==> src/rtl/wma_pkg.sv <==
// Shared widths and defaults for the windowed moving average.
package wma_pkg;

	localparam int SAMPLE_W    = 18;
	localparam int COUNT_OUT_W = 5;
	localparam int WINDOW_DEF  = 20;

	typedef enum logic [0:0] {
		MODE_PUSH  = 1'b0,
		MODE_CLEAR = 1'b1
	} mode_t;

endpackage

==> src/rtl/wma_if.sv <==
// Valid/ready channel interfaces for readings and results.
interface wma_in_if;
	import wma_pkg::*;

	logic                valid;
	logic                ready;
	logic                mode;
	logic [SAMPLE_W-1:0] sample;
	logic                sample_ok;

	modport source (output valid, mode, sample, sample_ok, input ready);
	modport sink   (input valid, mode, sample, sample_ok, output ready);
endinterface

interface wma_out_if;
	import wma_pkg::*;

	logic                   valid;
	logic                   ready;
	logic [SAMPLE_W-1:0]    average;
	logic [COUNT_OUT_W-1:0] fill_count;

	modport source (output valid, average, fill_count, input ready);
	modport sink   (input valid, average, fill_count, output ready);
endinterface

==> src/rtl/windowed_moving_average_top.sv <==
// Top level of the windowed moving average over light readings.
// Every reading transfer yields one result: the truncated mean of the last WINDOW valid
// samples and the number held. One item at a time: a valid reading passes through S_UPD,
// S_GO, S_DIV and S_OUT, an ignored reading skips S_UPD, and a clear or any item that
// leaves the window empty goes from S_GO straight to S_OUT. The divider produces one
// quotient bit per cycle over the TOTAL_W-bit running total. Samples sit in a single-port
// ring memory with a registered read; the fill count decides when the oldest sample is read
// back, so the ring needs no clearing pass after reset or clear.
module windowed_moving_average_top #(
	parameter int WINDOW = wma_pkg::WINDOW_DEF
) (
	input logic       clk,
	input logic       arst_n,
	wma_in_if.sink    reading,
	wma_out_if.source result
);
	import wma_pkg::*;

	localparam int CNT_W   = $clog2(WINDOW + 1);
	localparam int SLOT_W  = (WINDOW > 1) ? $clog2(WINDOW) : 1;
	localparam int TOTAL_W = SAMPLE_W + $clog2(WINDOW);

	typedef enum logic [4:0] {
		S_IDLE = 5'b00001,
		S_UPD  = 5'b00010,
		S_GO   = 5'b00100,
		S_DIV  = 5'b01000,
		S_OUT  = 5'b10000
	} state_t;

	state_t               state_q;
	logic [SLOT_W-1:0]    slot_q;
	logic [CNT_W-1:0]     count_q;
	logic [TOTAL_W-1:0]   total_q;
	logic [SAMPLE_W-1:0]  sample_q;
	logic [SAMPLE_W-1:0]  avg_q;
	logic [SAMPLE_W-1:0]  old_q;
	logic                 out_valid_q;
	logic [SAMPLE_W-1:0]  out_avg_q;
	logic [COUNT_OUT_W-1:0] out_cnt_q;

	logic [SAMPLE_W-1:0]  ring_mem [WINDOW];

	logic                 accept;
	logic                 ring_full;
	logic                 div_start;
	logic                 div_done;
	logic [TOTAL_W-1:0]   div_quot;
	logic                 out_free;

	assign accept    = reading.valid && reading.ready;
	assign ring_full = (count_q == CNT_W'(WINDOW));
	assign div_start = (state_q == S_GO) && (count_q != '0);
	assign out_free  = !out_valid_q || result.ready;

	assign reading.ready     = (state_q == S_IDLE);
	assign result.valid      = out_valid_q;
	assign result.average    = out_avg_q;
	assign result.fill_count = out_cnt_q;

	wma_div #(
		.NUM_W(TOTAL_W),
		.DEN_W(CNT_W)
	) u_div (
		.clk     (clk),
		.arst_n  (arst_n),
		.start   (div_start),
		.dividend(total_q),
		.divisor (count_q),
		.done    (div_done),
		.quotient(div_quot)
	);

	always_ff @(posedge clk) begin
		old_q <= ring_mem[slot_q];
		if (state_q == S_UPD) begin
			ring_mem[slot_q] <= sample_q;
		end
	end

	always_ff @(posedge clk) begin
		if (accept) begin
			sample_q <= reading.sample;
		end
		if (state_q == S_GO && count_q == '0) begin
			avg_q <= '0;
		end else if (state_q == S_DIV && div_done) begin
			avg_q <= div_quot[SAMPLE_W-1:0];
		end
		if (state_q == S_OUT && out_free) begin
			out_avg_q <= avg_q;
			out_cnt_q <= COUNT_OUT_W'(count_q);
		end
	end

	always_ff @(posedge clk or negedge arst_n) begin
		if (!arst_n) begin
			state_q     <= S_IDLE;
			slot_q      <= '0;
			count_q     <= '0;
			total_q     <= '0;
			out_valid_q <= 1'b0;
		end else begin
			if (state_q == S_OUT && out_free) begin
				out_valid_q <= 1'b1;
			end else if (result.ready) begin
				out_valid_q <= 1'b0;
			end
			case (state_q)
				S_IDLE: begin
					if (accept) begin
						if (reading.mode == MODE_CLEAR) begin
							slot_q  <= '0;
							count_q <= '0;
							total_q <= '0;
							state_q <= S_GO;
						end else if (reading.sample_ok) begin
							state_q <= S_UPD;
						end else begin
							state_q <= S_GO;
						end
					end
				end
				S_UPD: begin
					if (ring_full) begin
						total_q <= total_q - TOTAL_W'(old_q) + TOTAL_W'(sample_q);
					end else begin
						total_q <= total_q + TOTAL_W'(sample_q);
						count_q <= count_q + 1'b1;
					end
					slot_q  <= (slot_q == SLOT_W'(WINDOW - 1)) ? '0 : slot_q + 1'b1;
					state_q <= S_GO;
				end
				S_GO: begin
					state_q <= (count_q == '0) ? S_OUT : S_DIV;
				end
				S_DIV: begin
					if (div_done) begin
						state_q <= S_OUT;
					end
				end
				S_OUT: begin
					if (out_free) begin
						state_q <= S_IDLE;
					end
				end
				default: begin
					state_q <= S_IDLE;
				end
			endcase
		end
	end

endmodule

==> src/rtl/wma_div.sv <==
// Restoring divider, one quotient bit per cycle.
module wma_div #(
	parameter int NUM_W = 23,
	parameter int DEN_W = 5
) (
	input  logic             clk,
	input  logic             arst_n,
	input  logic             start,
	input  logic [NUM_W-1:0] dividend,
	input  logic [DEN_W-1:0] divisor,
	output logic             done,
	output logic [NUM_W-1:0] quotient
);

	localparam int STEP_W = $clog2(NUM_W + 1);

	logic [STEP_W-1:0] step_q;
	logic              done_q;
	logic [NUM_W-1:0]  acc_q;
	logic [DEN_W-1:0]  rem_q;
	logic [DEN_W-1:0]  den_q;
	logic [DEN_W:0]    trial;
	logic [DEN_W:0]    diff;
	logic              ge;

	assign trial = {rem_q, acc_q[NUM_W-1]};
	assign ge    = trial >= {1'b0, den_q};
	assign diff  = trial - {1'b0, den_q};

	always_ff @(posedge clk or negedge arst_n) begin
		if (!arst_n) begin
			step_q <= '0;
			done_q <= 1'b0;
		end else if (start) begin
			step_q <= STEP_W'(NUM_W);
			done_q <= 1'b0;
		end else if (step_q != '0) begin
			step_q <= step_q - 1'b1;
			done_q <= (step_q == STEP_W'(1));
		end else begin
			done_q <= 1'b0;
		end
	end

	always_ff @(posedge clk) begin
		if (start) begin
			acc_q <= dividend;
			rem_q <= '0;
			den_q <= divisor;
		end else if (step_q != '0) begin
			acc_q <= {acc_q[NUM_W-2:0], ge};
			rem_q <= ge ? diff[DEN_W-1:0] : trial[DEN_W-1:0];
		end
	end

	assign done     = done_q;
	assign quotient = acc_q;

endmodule

==> src/flat_wrapper.sv <==
// flat-port wrapper written by rule: the top's interface ports become plain ports
module windowed_moving_average_top_flat import wma_pkg::*;
#(
	parameter int WINDOW = wma_pkg::WINDOW_DEF
)
  (clk, arst_n, reading_valid, reading_mode, reading_sample, reading_sample_ok, reading_ready, result_valid, result_average, result_fill_count, result_ready);
  wma_in_if reading_i ();
  wma_out_if result_i ();
  input logic clk;
  input logic arst_n;
  input wire logic [$bits(reading_i.valid)-1:0] reading_valid;
  input wire logic [$bits(reading_i.mode)-1:0] reading_mode;
  input wire logic [$bits(reading_i.sample)-1:0] reading_sample;
  input wire logic [$bits(reading_i.sample_ok)-1:0] reading_sample_ok;
  output wire logic [$bits(reading_i.ready)-1:0] reading_ready;
  output wire logic [$bits(result_i.valid)-1:0] result_valid;
  output wire logic [$bits(result_i.average)-1:0] result_average;
  output wire logic [$bits(result_i.fill_count)-1:0] result_fill_count;
  input wire logic [$bits(result_i.ready)-1:0] result_ready;
  assign reading_i.valid = reading_valid;
  assign reading_i.mode = reading_mode;
  assign reading_i.sample = reading_sample;
  assign reading_i.sample_ok = reading_sample_ok;
  assign reading_ready = reading_i.ready;
  assign result_valid = result_i.valid;
  assign result_average = result_i.average;
  assign result_fill_count = result_i.fill_count;
  assign result_i.ready = result_ready;
  windowed_moving_average_top #(.WINDOW(WINDOW)) u_core (.clk(clk), .arst_n(arst_n), .reading(reading_i), .result(result_i));
endmodule
==> config.mk <==
export PLATFORM = sky130hd
export DESIGN_NAME = windowed_moving_average_top_flat
export DESIGN_NICKNAME = d
export VERILOG_FILES = /design/src/rtl/wma_pkg.sv /design/src/rtl/wma_if.sv /design/src/rtl/windowed_moving_average_top.sv /design/src/rtl/wma_div.sv /design/src/flat_wrapper.sv
export SDC_FILE = /design/constraint.sdc
export NUM_CORES = 1
export LEC_CHECK = 0
export BUFFER_PORTS_ARGS = -buffer_cell sky130_fd_sc_hd__clkbuf_2
export CAP_MARGIN = 30
export CORE_ASPECT_RATIO = 0.9
export CORE_MARGIN = 2
export CORE_UTILIZATION = 55
export DETAILED_ROUTE_END_ITERATION = 16
export GPL_TIMING_DRIVEN = 0
export PLACE_DENSITY_LB_ADDON = 0.08
export SETUP_SLACK_MARGIN = 0.1
export SLEW_MARGIN = 10
export SYNTH_ARGS = -nofsm -noshare
export SYNTH_HDL_FRONTEND = slang
export SYNTH_SLANG_ARGS = --single-unit
==> constraint.sdc <==
create_clock -name clk -period 7.5 [get_ports clk]
set_clock_uncertainty 0.2 [all_clocks]
set_input_delay 1.125 -clock clk [delete_from_list [all_inputs] [get_ports clk]]
set_output_delay 1.125 -clock clk [all_outputs]
set_load 0.1 [all_outputs]
==> metrics.csv <==
stage,metric,value,unit
critical_path,ff2ff_path_depth,12,
synth,synth_top_area_share,57.60,%
critical_path,cp_num_buf_inv,2,
synth,synth_area_leader_cell,edfxtp_1,
clocking,cts_setup_buffers,0,
synth,synth_top_family_by_area,multiplexers,
min_path,min_from,u_core.avg_q[3],
power,power,8.947,mW
placement,numPortBuffers,48,
layout,final_common_cell,edfxtp_1,
timing,fin_tns_setup,0,ns
die,die_area,0.04230,mm²
synth,syn_nets,1573,
min_path,min_path_type,register to register,
critical_path,path_class,register to register,
critical_path,rr_startpoint,u_core.sample_q[1],
timing,rsz0062_at_grt,false,
clocking,cts_sinks,515,
die,start_util,55.39,%
timing,setup_viol,0,
die,fp.dieW,216.6,µm
grt,grt_pass1_wl,76.58,mm
drt,dr_total_vias,12770,
min_path,min_delay_worst_endpoint,u_core.result.average[3],
timing,finalHoldViolations,0,
timing,whs,0.2271,ns
flow_run,drv_cap,0,
synth,synth_edf_count,429,
critical_path,crit_path_end_kind,register,
grt,grt_usage,24.31,%
status,status,completed,
synth,async_reset_ff_share,8.738,%
grt,antenna_found_initial,0,
clocking,cts-root-buf,clkbuf_16,
layout,layout_common_cells,"edfxtp_1, nand2_1, inv_1",
power,p_per_area,351.4,mW/mm²
synth,yosys_warnings,0,
timing,tightest_slew,1.009,ns
drt,vias_per_cell,5.860,
synth,netlist_area,0.02237,mm²
drt,drt_wl_total,49.95,mm
synth,synth_xor_area_share,1.292,%
layout,num-nets-final,1698,
timing,max_freq,239.1,MHz
synth,synth_compound_area_share,8.274,%
die,die_y,195.3,µm
layout,area_growth_syn_to_layout,13.86,%
placement,dpl-instance-area,0.02372,mm²
layout,drive_gt1_share,18.97,%
timing,slew_violations,0,
critical_path,cp_data_arrival_time,4.46,ns
synth,synth_simple_gate_area_share,6.076,%
critical_path,cp-start-kind,register,
clocking,cts_buffers,51,
critical_path,cp_num_cells,12,
synth,synthTopCellsByArea,"edfxtp_1, mux4_2, dfrtp_1, dfxtp_1, ha_1",
synth,syn_inst,1471,
grt,grt_pass1_vias,12770,
clocking,cts_tree,built,
critical_path,crit_required,7.78,ns
power,ir_drop,0.2398,mV
power,p_leak,9.090,nW
die,core,0.04038,mm²
die,ios,49,
clocking,clk_pin_slew,0.06,ns
clocking,hold_buffers,0,
clocking,cts_max_path_buffers,3,
critical_path,slowest_stage,edfxtp_1,
drt,drtAntennaViolNets,0,
clocking,post_cts_resized,0,
timing,period_share,55.76,%
die,row_count,70,
placement,finalWeightedCongestion,0.8858,
synth,synthAdderAreaFrac,5.035,%
grt,grt_max_degree,46,
synth,avgSynthCellArea,15.20,µm²
synth,synth_flop_cell,edfxtp_1,
layout,postLayoutCellArea,0.02546,mm²
critical_path,timing.rr.end,u_core.total_q[21],
timing,fin_crit,4.182,ns
critical_path,worstPathMaxFanout,22,
clocking,clkLatencyLatePin,0.61,ns
drt,drt_drc_violations_left,0,
clocking,cts.htree.levels,2,
critical_path,regToRegSetupSlack,3.32,ns
layout,insertedDiodeCount,0,
synth,yosysUniqueCellTypes,82,
critical_path,crit_path_max_incr_delay,0.85,ns
timing,max-slew-margin-rel,32.73,%
synth,ys_seq_area_share,66.31,%
min_path,hold_path_depth,0,
drt,avgRoutedWirePerCell,22.92,µm
synth,ys_ff_latch,515,
grt,overflow,0,
drt,drt_first_pass_iters,5,
placement,dp_hpwl,34.65,mm
synth,synth.area.mux_share,10.10,%
critical_path,crit_chain,inv_1 > fa_1 > inv_1 > ha_1 > a21o_1 > nand4_1 > a21oi_2 > o41a_1 > o2111a_1 > nor4_2 > o21ai_1 > o2bb2ai_1,
drt,drt_iter0_markers,1221,
critical_path,cpMostUsedCell,inv_1,
critical_path,critPathTopFamily,compound AO/OA/AOI/OAI gates,
==> power breakdown <==
group	leakage (nW)	internal, mW	total [mW]	switching [mW]
logic	3.40	1.13	2.65	1.52
clock network	0.840	1.49	2.58	1.09
registers	4.85	3.45	3.72	0.271
==> Yosys cell counts (all sizes together) (3+ instances only) <==
master,n
a2111oi,3
a211oi,7
a21o,19
a21oi,59
a221o,10
a22oi,17
a31oi,7
a32oi,9
and2,4
and3,6
buf,21
clkbuf,40
dfrtp,44
dfxtp,41
edfxtp,429
fa,20
ha,58
inv,103
mux2,9
mux2i,13
mux4,90
nand2,128
nand2b,9
nand3,10
nand3b,7
nand4,7
nor2,69
nor2b,10
nor3,22
nor4,5
o211ai,14
o21a,11
o21ai,71
o21bai,3
o221ai,4
o22ai,12
o31ai,7
or2,7
xnor2,22
xor2,11
==> worst register-to-register path, stage by stage, from the launching register on <==
cell and delay (ns):
edfxtp_1 0.85, inv_1 0.22, fa_1 0.61, inv_1 0.07
ha_1 0.27, a21o_1 0.20, nand4_1 0.16, a21oi_2 0.11
o41a_1 0.46, o2111a_1 0.30, nor4_2 0.36, o21ai_1 0.12
o2bb2ai_1 0.14
==> routing by layer <==
layer  track usage [%]  wire length [µm]  up-vias
li1                  -                 -     5860
met1             35.03             22380     6411
met2             39.15             23510      424
met3             3.847              2969       75
met4             6.418              1092        0
met5                 0                 0        -
==> registers in the layout, summed over array words and instances, names as in the netlist <==
name and flops:
u_core.ring_mem 360, u_core.total_q 23, u_core.u_div.quotient 23, u_core.avg_q 18, u_core.old_q 18, u_core.result.average 18, u_core.sample_q 18, u_core.count_q 5
u_core.result.fill_count 5, u_core.slot_q 5, u_core.state_q 5, u_core.u_div.den_q 5, u_core.u_div.rem_q 5, u_core.u_div.step_q 5, u_core.result.valid 1, u_core.u_div.done 1
==> cell type report <==
| cell class | count | area (µm²) |
|---|---|---|
| buffer | 61 | 261.5 |
| clock buffer | 60 | 1371 |
| clock inverter | 36 | 344.1 |
| fill | 3008 | 14910 |
| inverter | 104 | 390.4 |
| multi-input combinational | 791 | 6938 |
| sequential | 515 | 14830 |
| tap | 540 | 675.6 |
| timing repair buffer | 72 | 653.1 |
==> worst max-delay path by stage <==
stage,endpoint,startpoint
global route,u_core.total_q[22],u_core.sample_q[9]
global placement,u_core.ring_mem[6][6],u_core.state_q[3]
detailed placement,u_core.total_q[22],u_core.sample_q[8]
finish,u_core.total_q[21],u_core.sample_q[1]
CTS,u_core.total_q[22],u_core.sample_q[8]
floorplan,u_core.total_q[21],u_core.sample_q[3]
==> cell families after synthesis <==
group | after synthesis
flops | 515
simple gates | 295
compound gates | 273
buf+inv | 165
mux | 112
fa+ha+maj | 78
xor+xnor | 33
==> metrics by stage <==
step	setup slack (ns)	instances	utilization (%)
finish	3.318	2179	63.07
global route	3.075	2179	63.07
CTS	3.287	2177	62.99
detailed placement	3.303	2081	58.75
global placement	2.707	2059	57.66
floorplan	4.099	1471	-
No activity file was read; power rests on OpenSTA's default activity.
